--- src/design/rau_pkg.sv ---
`timescale 1ns / 1ps

package rau_pkg;

   // Default operand width, sign bit included.
   localparam int OPERAND_BITS_DEF = 32;

   // Port field widths, fixed by the stream layout.
   localparam int NUM_W     = 32;
   localparam int DEN_W     = 31;
   localparam int RES_NUM_W = 64;
   localparam int RES_DEN_W = 63;
   localparam int REQ_DATA_W = 128;
   localparam int RSP_DATA_W = 136;

   typedef enum logic [1:0] {
      OP_ADD = 2'd0,
      OP_SUB = 2'd1,
      OP_MUL = 2'd2,
      OP_CMP = 2'd3
   } op_type;

   typedef enum logic {
      DIV_NUM = 1'b0,
      DIV_DEN = 1'b1
   } div_sel_type;

   typedef enum logic [1:0] {
      MUL_CROSS_A = 2'd0,
      MUL_CROSS_B = 2'd1,
      MUL_DENS    = 2'd2
   } mul_sel_type;

   // Controller to datapath.
   typedef struct packed {
      logic        load;
      logic        mul_en;
      mul_sel_type mul_sel;
      logic        sum;
      logic        gcd_step;
      logic        div_init;
      logic        div_step;
      div_sel_type div_sel;
      logic        capture;
   } ctrl_type;

   // Datapath to controller.
   typedef struct packed {
      logic bad;
      logic is_cmp;
      logic gcd_done;
      logic div_last;
   } stat_type;

endpackage

--- src/design/rau_ctrl.sv ---
`timescale 1ns / 1ps

module rau_ctrl (
   input  logic               clock,
   input  logic               reset,
   input  logic               req_tvalid,
   output logic               req_tready,
   output logic               rsp_tvalid,
   input  logic               rsp_tready,
   input  rau_pkg::stat_type  stat,
   output rau_pkg::ctrl_type  ctrl
);

   typedef enum logic [9:0] {
      ST_IDLE     = 10'b00_0000_0001,
      ST_MUL_A    = 10'b00_0000_0010,
      ST_MUL_B    = 10'b00_0000_0100,
      ST_MUL_D    = 10'b00_0000_1000,
      ST_SUM      = 10'b00_0001_0000,
      ST_GCD      = 10'b00_0010_0000,
      ST_DIV_N    = 10'b00_0100_0000,
      ST_DEN_INIT = 10'b00_1000_0000,
      ST_DIV_D    = 10'b01_0000_0000,
      ST_FINISH   = 10'b10_0000_0000
   } state_type;

   state_type state_ff, state_in;
   logic      valid_ff, valid_in;
   logic      out_free;

   assign req_tready = (state_ff == ST_IDLE);
   assign rsp_tvalid = valid_ff;
   assign out_free   = !valid_ff || rsp_tready;

   always_comb begin
      state_in = state_ff;
      valid_in = valid_ff && !rsp_tready;
      ctrl     = '0;
      unique case (state_ff)
         ST_IDLE: begin
            if (req_tvalid) begin
               ctrl.load = 1'b1;
               state_in  = ST_MUL_A;
            end
         end
         ST_MUL_A: begin
            if (stat.bad) begin
               state_in = ST_FINISH;
            end else begin
               ctrl.mul_en  = 1'b1;
               ctrl.mul_sel = rau_pkg::MUL_CROSS_A;
               state_in     = ST_MUL_B;
            end
         end
         ST_MUL_B: begin
            ctrl.mul_en  = 1'b1;
            ctrl.mul_sel = rau_pkg::MUL_CROSS_B;
            state_in     = stat.is_cmp ? ST_FINISH : ST_MUL_D;
         end
         ST_MUL_D: begin
            ctrl.mul_en  = 1'b1;
            ctrl.mul_sel = rau_pkg::MUL_DENS;
            state_in     = ST_SUM;
         end
         ST_SUM: begin
            ctrl.sum = 1'b1;
            state_in = ST_GCD;
         end
         ST_GCD: begin
            if (stat.gcd_done) begin
               ctrl.div_init = 1'b1;
               ctrl.div_sel  = rau_pkg::DIV_NUM;
               state_in      = ST_DIV_N;
            end else begin
               ctrl.gcd_step = 1'b1;
            end
         end
         ST_DIV_N: begin
            ctrl.div_step = 1'b1;
            ctrl.div_sel  = rau_pkg::DIV_NUM;
            if (stat.div_last) state_in = ST_DEN_INIT;
         end
         ST_DEN_INIT: begin
            ctrl.div_init = 1'b1;
            ctrl.div_sel  = rau_pkg::DIV_DEN;
            state_in      = ST_DIV_D;
         end
         ST_DIV_D: begin
            ctrl.div_step = 1'b1;
            ctrl.div_sel  = rau_pkg::DIV_DEN;
            if (stat.div_last) state_in = ST_FINISH;
         end
         ST_FINISH: begin
            if (out_free) begin
               ctrl.capture = 1'b1;
               valid_in     = 1'b1;
               state_in     = ST_IDLE;
            end
         end
         default: state_in = ST_IDLE;
      endcase
   end

   always_ff @(posedge clock) begin
      if (reset) begin
         state_ff <= ST_IDLE;
         valid_ff <= 1'b0;
      end else begin
         state_ff <= state_in;
         valid_ff <= valid_in;
      end
   end

endmodule

--- config.mk ---
export PLATFORM = sky130hd
export DESIGN_NAME = rau_ctrl
export DESIGN_NICKNAME = d
export VERILOG_FILES = /design/src/design/rau_pkg.sv /design/src/design/rau_ctrl.sv
export SDC_FILE = /design/constraint.sdc
export NUM_CORES = 1
export LEC_CHECK = 0
export BUFFER_PORTS_ARGS = -buffer_cell sky130_fd_sc_hd__buf_2
export CORE_MARGIN = 2
export CORE_UTILIZATION = 54
export DETAILED_ROUTE_END_ITERATION = 12
export HOLD_SLACK_MARGIN = 0.03
export MAX_ROUTING_LAYER = met4
export PLACE_DENSITY = 0.85
export SLEW_MARGIN = 5
export SYNTH_ARGS = -nofsm -noshare
export SYNTH_HDL_FRONTEND = slang
export SYNTH_SLANG_ARGS = --single-unit
--- constraint.sdc ---
create_clock -name clock -period 6 [get_ports clock]
set_input_delay 1.2 -clock clock [delete_from_list [all_inputs] [get_ports clock]]
set_output_delay 1.2 -clock clock [all_outputs]
set_load 0.01 [all_outputs]
==> qor.csv, run 1 <==
metric;value;unit
status;finished, final reports clean;
Unique masters post-synth;38;
clk_lat worst skew;0.26;ns
GRT overflow;0;
num rows;13;
worst path arrival time;2.24;ns
I/O pin cnt;20;
Synth top area share;29.5;%
H-tree Lvls;1;
synthesized area;746;um2
port bufs;19;
post-synth top area cell;dfxtp_1;
CP cell instances;buf_2, or3b_2, nor4_2, buf_2;
WL final;1720;um
Power Density;248;nW/um2
critical path's top delay family;simple AND/OR/NAND/NOR gates;
NumNets Final;122;
clock share of power;23.4;%
fin. max-slew vios;0;
end of the critical path;ctrl[4];
post-route clock period utilization;57.4;%
register area share after synthesis;29.5;%
critical path launch point type;input port;
worst reg2reg path endpoint;state_ff[9];
largest cells by area after synthesis;dfxtp_1 (30%), nor2_1 (5.0%), nor3_1 (4.7%), nor4_1 (4.2%), a21oi_1 (4.0%);
gp weighted congestion;0.878;
Crit. End Element;primary output;
Async SR Flop Fraction;0;%
Crit. Startpoint;stat[1];
Post-synth EDFFs;0;
Final setup viols;0;
fill cell count;125;
Peak VDD IR;185;uV
first-pass GRT wire length;2590;um
measured slew at the worst slew-check pin;0.480;ns
die width;41.2;um
CTS Hold Bufs;0;
Sequential Area;220;um2
DR vias/cell;6.20;
Sw Ratio;35.3;%
reg2reg path depth;5;
WP depth;4;
number of global-route vias before repair;632;
die area;1690;um2
Most used DFF post-synth;dfxtp_1;
Detailed Route Iter0 Violations;12;
Post-DP Area;823;um2
cell mode on critical path;buf_2;
Reg2Reg Launch Point;state_ff[3];
final hold violations;0;
DRT Pass-1 Iters;4;
Core ar.;1300;um2
buffer count from post-CTS setup fixing;0;
CTS buffer count;3;
yosys synthesis warning count;0;
initial antenna violation count;0;
#FFs+latches synth;11;
worst-path fanout max;3;
drc violations;0;
n_diodes;0;
most common cell in the netlist;dfxtp_1;
Initial Util;57.3;%
post-layout min period;3.44;ns
clk buf depth;2;
clock root cell;clkbuf_4;
Pint;0.136;mW
Reg power frac;42.3;%
clk slew on worst S/H paths;0.07;ns
Comb pwr share;34.4;%
Fmax;290;MHz
Sink Count;11;
register-to-register setup slack;3.97;ns
DP Wirelength;1300;um
Slew headroom;67.7;%
area occupied by multi-input gates;485;um2
unrepaired setup endpoints after global routing;false;
Die Y;41.2;um
Syn Area/Cell;7.69;um2
ANT nets after route;0;
Synth Instances;97;
Mapped Nets;105;
worst path required time;4.80;ns
Critical-path top delay cell;or3b_2;
Sw Pwr;0.0745;mW
largest net degree at the start of global routing;12;
layout cells sized above 1;23.9;%
Worst Skew;0.00159;ns
maxcap violations;0;
via count;794;
number of buffers and inverters on the critical path;2;
worst setup path class;in -> out;
P&R area growth vs syn;13.9;%
Crit path largest cell delay;0.46;ns
CTS tree;yes;
gr usage total;23.9;%
top post-synthesis cells by count;dfxtp_1 (11), nor2_1 (10), nor3_1 (7);
# resized after CTS;0;
total negative slack;0;ns
leakage power total;0.380;nW
DR WL/cell;13.4;um
Final Cell Area;850;um2
Worst Hold Class;reg -> reg;
-- logic make-up (layout without fill, tap and decap cells) --
kind of cell | after synthesis | in the layout | synth area share, %
simple gates | 58 | 58 | 46.3
xor+xnor | 3 | 3 | 3.52
buf+inv | 8 | 24 | 5.37
mux | 1 | 1 | 1.51
compound gates | 16 | 16 | 13.8
flops | 11 | 11 | 29.5
-- tightest hold or removal path, cell delays in order, from the launching register on --
cell      delay [ns]
dfxtp_1         0.32
nand2b_1        0.08
a21oi_1         0.06
-- layout by cell type, fill, tap and decap left out --
| cell | netlist | layout |
|---|---|---|
| buf_2 | 2 | 19 |
| dfxtp_1 | 11 | 11 |
| nor2_1 | 10 | 10 |
| nor3_1 | 7 | 7 |
| a21oi_1 | 6 | 6 |
| nor4_1 | 5 | 5 |
| nand2_1 | 5 | 5 |
| or3_1 | 4 | 4 |
| nand2b_1 | 4 | 4 |
| nor2b_1 | 3 | 3 |
| nand3b_1 | 3 | 3 |
| xnor2_1 | 3 | 3 |
| nand3_1 | 3 | 3 |
| clkbuf_4 | 0 | 3 |
| or4_1 | 2 | 2 |
| and2_1 | 2 | 2 |
| a31oi_1 | 2 | 2 |
| or2_1 | 1 | 1 |
| or4b_1 | 1 | 1 |
| inv_1 | 1 | 1 |
| nor3b_1 | 1 | 1 |
| or3b_2 | 1 | 1 |
| nor4_2 | 1 | 1 |
| or2_2 | 1 | 1 |
| or4_4 | 1 | 1 |
| or4bb_1 | 1 | 1 |
| o32ai_1 | 1 | 1 |
| mux2_2 | 1 | 1 |
| o21ai_0 | 1 | 1 |
| o31a_1 | 1 | 1 |
| o31ai_1 | 1 | 1 |
| o21ai_1 | 1 | 1 |
| a211o_1 | 1 | 1 |
| o21a_1 | 1 | 1 |
| and3_1 | 1 | 1 |
| and3b_1 | 1 | 1 |
| o41ai_1 | 1 | 1 |
| clkbuf_1 | 4 | 1 |
-- power groups by stage --
stage          clock network [mW]  registers [mW]  logic, mW
6_report                   0.0492          0.0891     0.0724
5_1_grt                    0.0541          0.0902     0.0808
4_1_cts                    0.0506          0.0888     0.0730
3_5_place_dp                    0          0.0904     0.0728
3_3_place_gp                    0          0.0903     0.0707
2_1_floorplan                   0          0.0874     0.0569
-- final cells by class --
| cell class | instances | area share, % |
|---|---|---|
| timing repair buffer | 19 | 11.2 |
| sequential | 11 | 25.9 |
| multi-input combinational | 78 | 57.1 |
| clock buffer | 4 | 3.09 |
| tap | 15 | 2.21 |
| inverter | 1 | 0.442 |
-- routing by layer --
layer | routed length, um | global-route usage (%)
met5 | 0 | -
met4 | 27 | 9.68
met3 | 123 | 4.89
met2 | 784 | 36.3
met1 | 781 | 30.8
-- stage by stage --
step | utilization, % | power [mW] | setup slack (ns) | instances | hold slack [ns]
after floorplan | - | 0.144 | 2.83 | 97 | 0.488
after global placement | 63.3 | 0.161 | 2.64 | 124 | 0.480
after detailed placement | 63.3 | 0.163 | 2.58 | 124 | 0.490
after CTS | 65.3 | 0.212 | 2.57 | 128 | 0.502
after global routing | 65.3 | 0.225 | 2.50 | 128 | 0.527
final | 65.3 | 0.211 | 2.56 | 128 | 0.503
-- sequential cells by signal (all words and copies together) (netlist names) --
register and count:
rsp_tvalid 1, state_ff 10
-- worst min path at each step --
stage	from	cells past startpoint	to
floorplan	state_ff[9]	2	state_ff[9]
global placement	rsp_tvalid	2	rsp_tvalid
detailed placement	rsp_tvalid	2	rsp_tvalid
CTS	rsp_tvalid	2	rsp_tvalid
global route	rsp_tvalid	2	rsp_tvalid
finish	rsp_tvalid	2	rsp_tvalid
Note: power is estimated with default switching activity, not from simulation.
==> inputs of run 2 (changes only) <==
--- a/config.mk
+++ b/config.mk
@@ -5,13 +5,14 @@
 export SDC_FILE = /design/constraint.sdc
 export NUM_CORES = 1
 export LEC_CHECK = 0
+export ABC_AREA = 1
 export BUFFER_PORTS_ARGS = -buffer_cell sky130_fd_sc_hd__buf_2
 export CORE_MARGIN = 2
-export CORE_UTILIZATION = 54
+export CORE_UTILIZATION = 50
 export DETAILED_ROUTE_END_ITERATION = 12
 export HOLD_SLACK_MARGIN = 0.03
 export MAX_ROUTING_LAYER = met4
-export PLACE_DENSITY = 0.85
+export PLACE_DENSITY = 0.79
 export SLEW_MARGIN = 5
 export SYNTH_ARGS = -nofsm -noshare
 export SYNTH_HDL_FRONTEND = slang
==> constraint.sdc (replaced) <==
create_clock -name clock -period 3.47 [get_ports clock]
set_input_delay 0.694 -clock clock [delete_from_list [all_inputs] [get_ports clock]]
set_output_delay 0.694 -clock clock [all_outputs]
set_load 0.01 [all_outputs]
==> qor.csv, run 2 <==
metric;value;unit;change
commonest non-fill, non-tap cell in the layout;nand2_1;;
GRT overflow;0;;unchanged
die width;42.7;um;+3.7%
measured slew at the worst slew-check pin;0.355;ns;-0.125 ns
final hold violations;0;;unchanged
Slew headroom;76.1;%;+8.5 points
CTS tree;yes;;
largest reg by FF count;state_ff;;
register area share after synthesis;29.4;%;-0.099 points
min-delay src;state_ff[6];;
top post-synthesis cells by count;nand2_1 (25), inv_1 (24), nor2_1 (19);;
Sink Count;11;;unchanged
Post-synth EDFFs;0;;unchanged
unrepaired setup endpoints after global routing;false;;
P&R area growth vs syn;16.7;%;
critical path launch point type;flop;;
DR vias/cell;4.95;;-20%
Comb pwr share;54.8;%;+20 points
largest net degree at the start of global routing;12;;unchanged
Synth top area share;29.4;%;-0.099 points
CTS buffer count;3;;unchanged
leakage power total;0.530;nW;+39%
status;finished, final reports clean;;
#FFs+latches synth;11;;unchanged
die area;1820;um2;+7.5%
Reg2Reg Launch Point;state_ff[5];;
number of global-route vias before repair;701;;+11%
fill cell count;127;;+1.6%
Async SR Flop Fraction;0;%;unchanged
Final setup viols;0;;unchanged
fin. max-slew vios;0;;unchanged
buffer count from post-CTS setup fixing;0;;unchanged
Crit. End Element;primary output;;
Worst Skew;0.00484;ns;+0.00325 ns
largest cells by area after synthesis;dfxtp_1 (29%), nand2_1 (13%), inv_1 (12%), nor2_1 (9.5%), nand3_1 (6.0%);;
post-layout min period;2.29;ns;
Reg power frac;30.1;%;-12 points
n_diodes;0;;unchanged
clk slew on worst S/H paths;0.08;ns;about the same
Fmax;437;MHz;
post-route clock period utilization;66.0;%;
most common cell in the netlist;nand2_1;;
maxcap violations;0;;unchanged
via count;792;;-0.25%
worst-path fanout max;3;;unchanged
NumNets Final;154;;+26%
post-synth top area cell;dfxtp_1;;
layout cells sized above 1;29.0;%;+5.1 points
Detailed Route Iter0 Violations;27;;+15
num rows;13;;unchanged
DR WL/cell;11.1;um;-17%
yosys synthesis warning count;0;;unchanged
CTS Hold Bufs;0;;unchanged
WL final;1780;um;+3.7%
clock root cell;clkbuf_4;;
first-pass GRT wire length;2940;um;+13%
Sw Pwr;0.293;mW;+290%
worst reg2reg path endpoint;state_ff[9];;
clk buf depth;2;;unchanged
gp weighted congestion;0.944;;+7.6%
gr usage total;21.9;%;-2.1 points
DP Wirelength;1360;um;+4.6%
total negative slack;0;ns;unchanged
clk_lat worst skew;0.27;ns;about the same
Unique masters post-synth;19;;-50%
hold path depth;2;;unchanged
initial antenna violation count;0;;unchanged
# resized after CTS;0;;unchanged
Mapped Nets;132;;+26%
I/O pin cnt;20;;unchanged
Post-Place Worst Slack;1.49;ns;-1.09 ns
clock share of power;15.1;%;-8.3 points
worst path arrival time;1.59;ns;-0.65 ns
Sw Ratio;49.2;%;+14 points
Die Y;42.7;um;+3.7%
hold endpoint;state_ff[6];;
worst setup path class;reg -> out;;
worst setup margin;1.18;ns;-1.38 ns
max reg flops;10;;unchanged
Syn Area/Cell;6.03;um2;-22%
Pint;0.303;mW;+120%
Peak VDD IR;408;uV;+120%
drc violations;0;;unchanged
Most used DFF post-synth;dfxtp_1;;
H-tree Lvls;1;;unchanged
Core ar.;1350;um2;+3.7%
synthesized area;748;um2;+0.34%
ANT nets after route;0;;unchanged
final hold slack;0.519;ns;+0.0167 ns
Worst Hold Class;reg -> reg;;
register-to-register setup slack;1.99;ns;-1.98 ns
worst path required time;2.78;ns;-2.02 ns
most frequent cells in the layout;nand2_1 (25), inv_1 (24), nor2_1 (19), buf_2 (19), dfxtp_1 (11);;
Power Density;683;nW/um2;+180%
Synth Instances;124;;+28%
port bufs;19;;unchanged
Initial Util;55.4;%;-1.9 points
reg2reg path depth;9;;+4
DRT Pass-1 Iters;4;;unchanged
[run 2: metrics by stage]
step / area (um2) / total power, mW / utilization, % / cells
after global routing: 873 / 0.645 / 64.7 / 160
after global placement: 847 / 0.490 / 62.7 / 156
after detailed placement: 847 / 0.499 / 62.7 / 156
final: 873 / 0.597 / 64.7 / 160
after CTS: 873 / 0.595 / 64.7 / 160
after floorplan: 748 / 0.435 / - / 124
[run 2: power groups by stage]
stage | logic, mW | registers (mW) | clock network (mW)
2_1_floorplan | 0.258 | 0.178 | 0
3_3_place_gp | 0.309 | 0.181 | 0
3_5_place_dp | 0.317 | 0.182 | 0
4_1_cts | 0.325 | 0.179 | 0.0913
5_1_grt | 0.366 | 0.182 | 0.0964
6_report | 0.327 | 0.180 | 0.0901
[run 2: worst max path at each step]
stage	start	end	slack, ns	cells past startpoint
2_1_floorplan	state_ff[2]	ctrl[8]	1.67	6
3_3_place_gp	state_ff[2]	ctrl[8]	1.53	7
3_5_place_dp	state_ff[2]	ctrl[8]	1.49	7
4_1_cts	state_ff[2]	ctrl[8]	1.20	7
5_1_grt	state_ff[3]	ctrl[8]	0.94	7
6_report	state_ff[2]	ctrl[8]	1.18	7
[run 2: routing by layer]
metal	track usage, %	vias up	routed length (um)	part of all wire, %
met4	8.13	0	23	1.3
met5	-	-	0	0
met3	2.55	5	127	7.1
met2	37.6	32	885	50
met1	25.9	339	743	42
li1	-	416	-	-
[run 2: worst max-delay path, cell delays in order, from the launching register on]
cell,delay [ns]
dfxtp_1,0.33
nor2_2,0.17
nand2_1,0.10
nor3_1,0.20
nand2_1,0.10
or2_0,0.22
nand2_1,0.07
buf_2,0.13
[run 2: cells by family after synthesis]
kind of cell	after synthesis	synth area share [%]
AND/OR/NAND/NOR	81	52.0
AO/OA/AOI/OAI	4	3.51
buffers and inverters	28	15.1
flip-flops	11	29.4
[run 2: area by class of cell]
cell class / instances / area (um2) / share of cell area, %
Multi-Input combinational cell: 85 / 415 / 47.6
Sequential cell: 11 / 220 / 25.2
Inverter: 26 / 97.6 / 11.2
Timing Repair Buffer: 19 / 95.1 / 10.9
Clock buffer: 4 / 26.3 / 3.01
Tap cell: 15 / 18.8 / 2.15
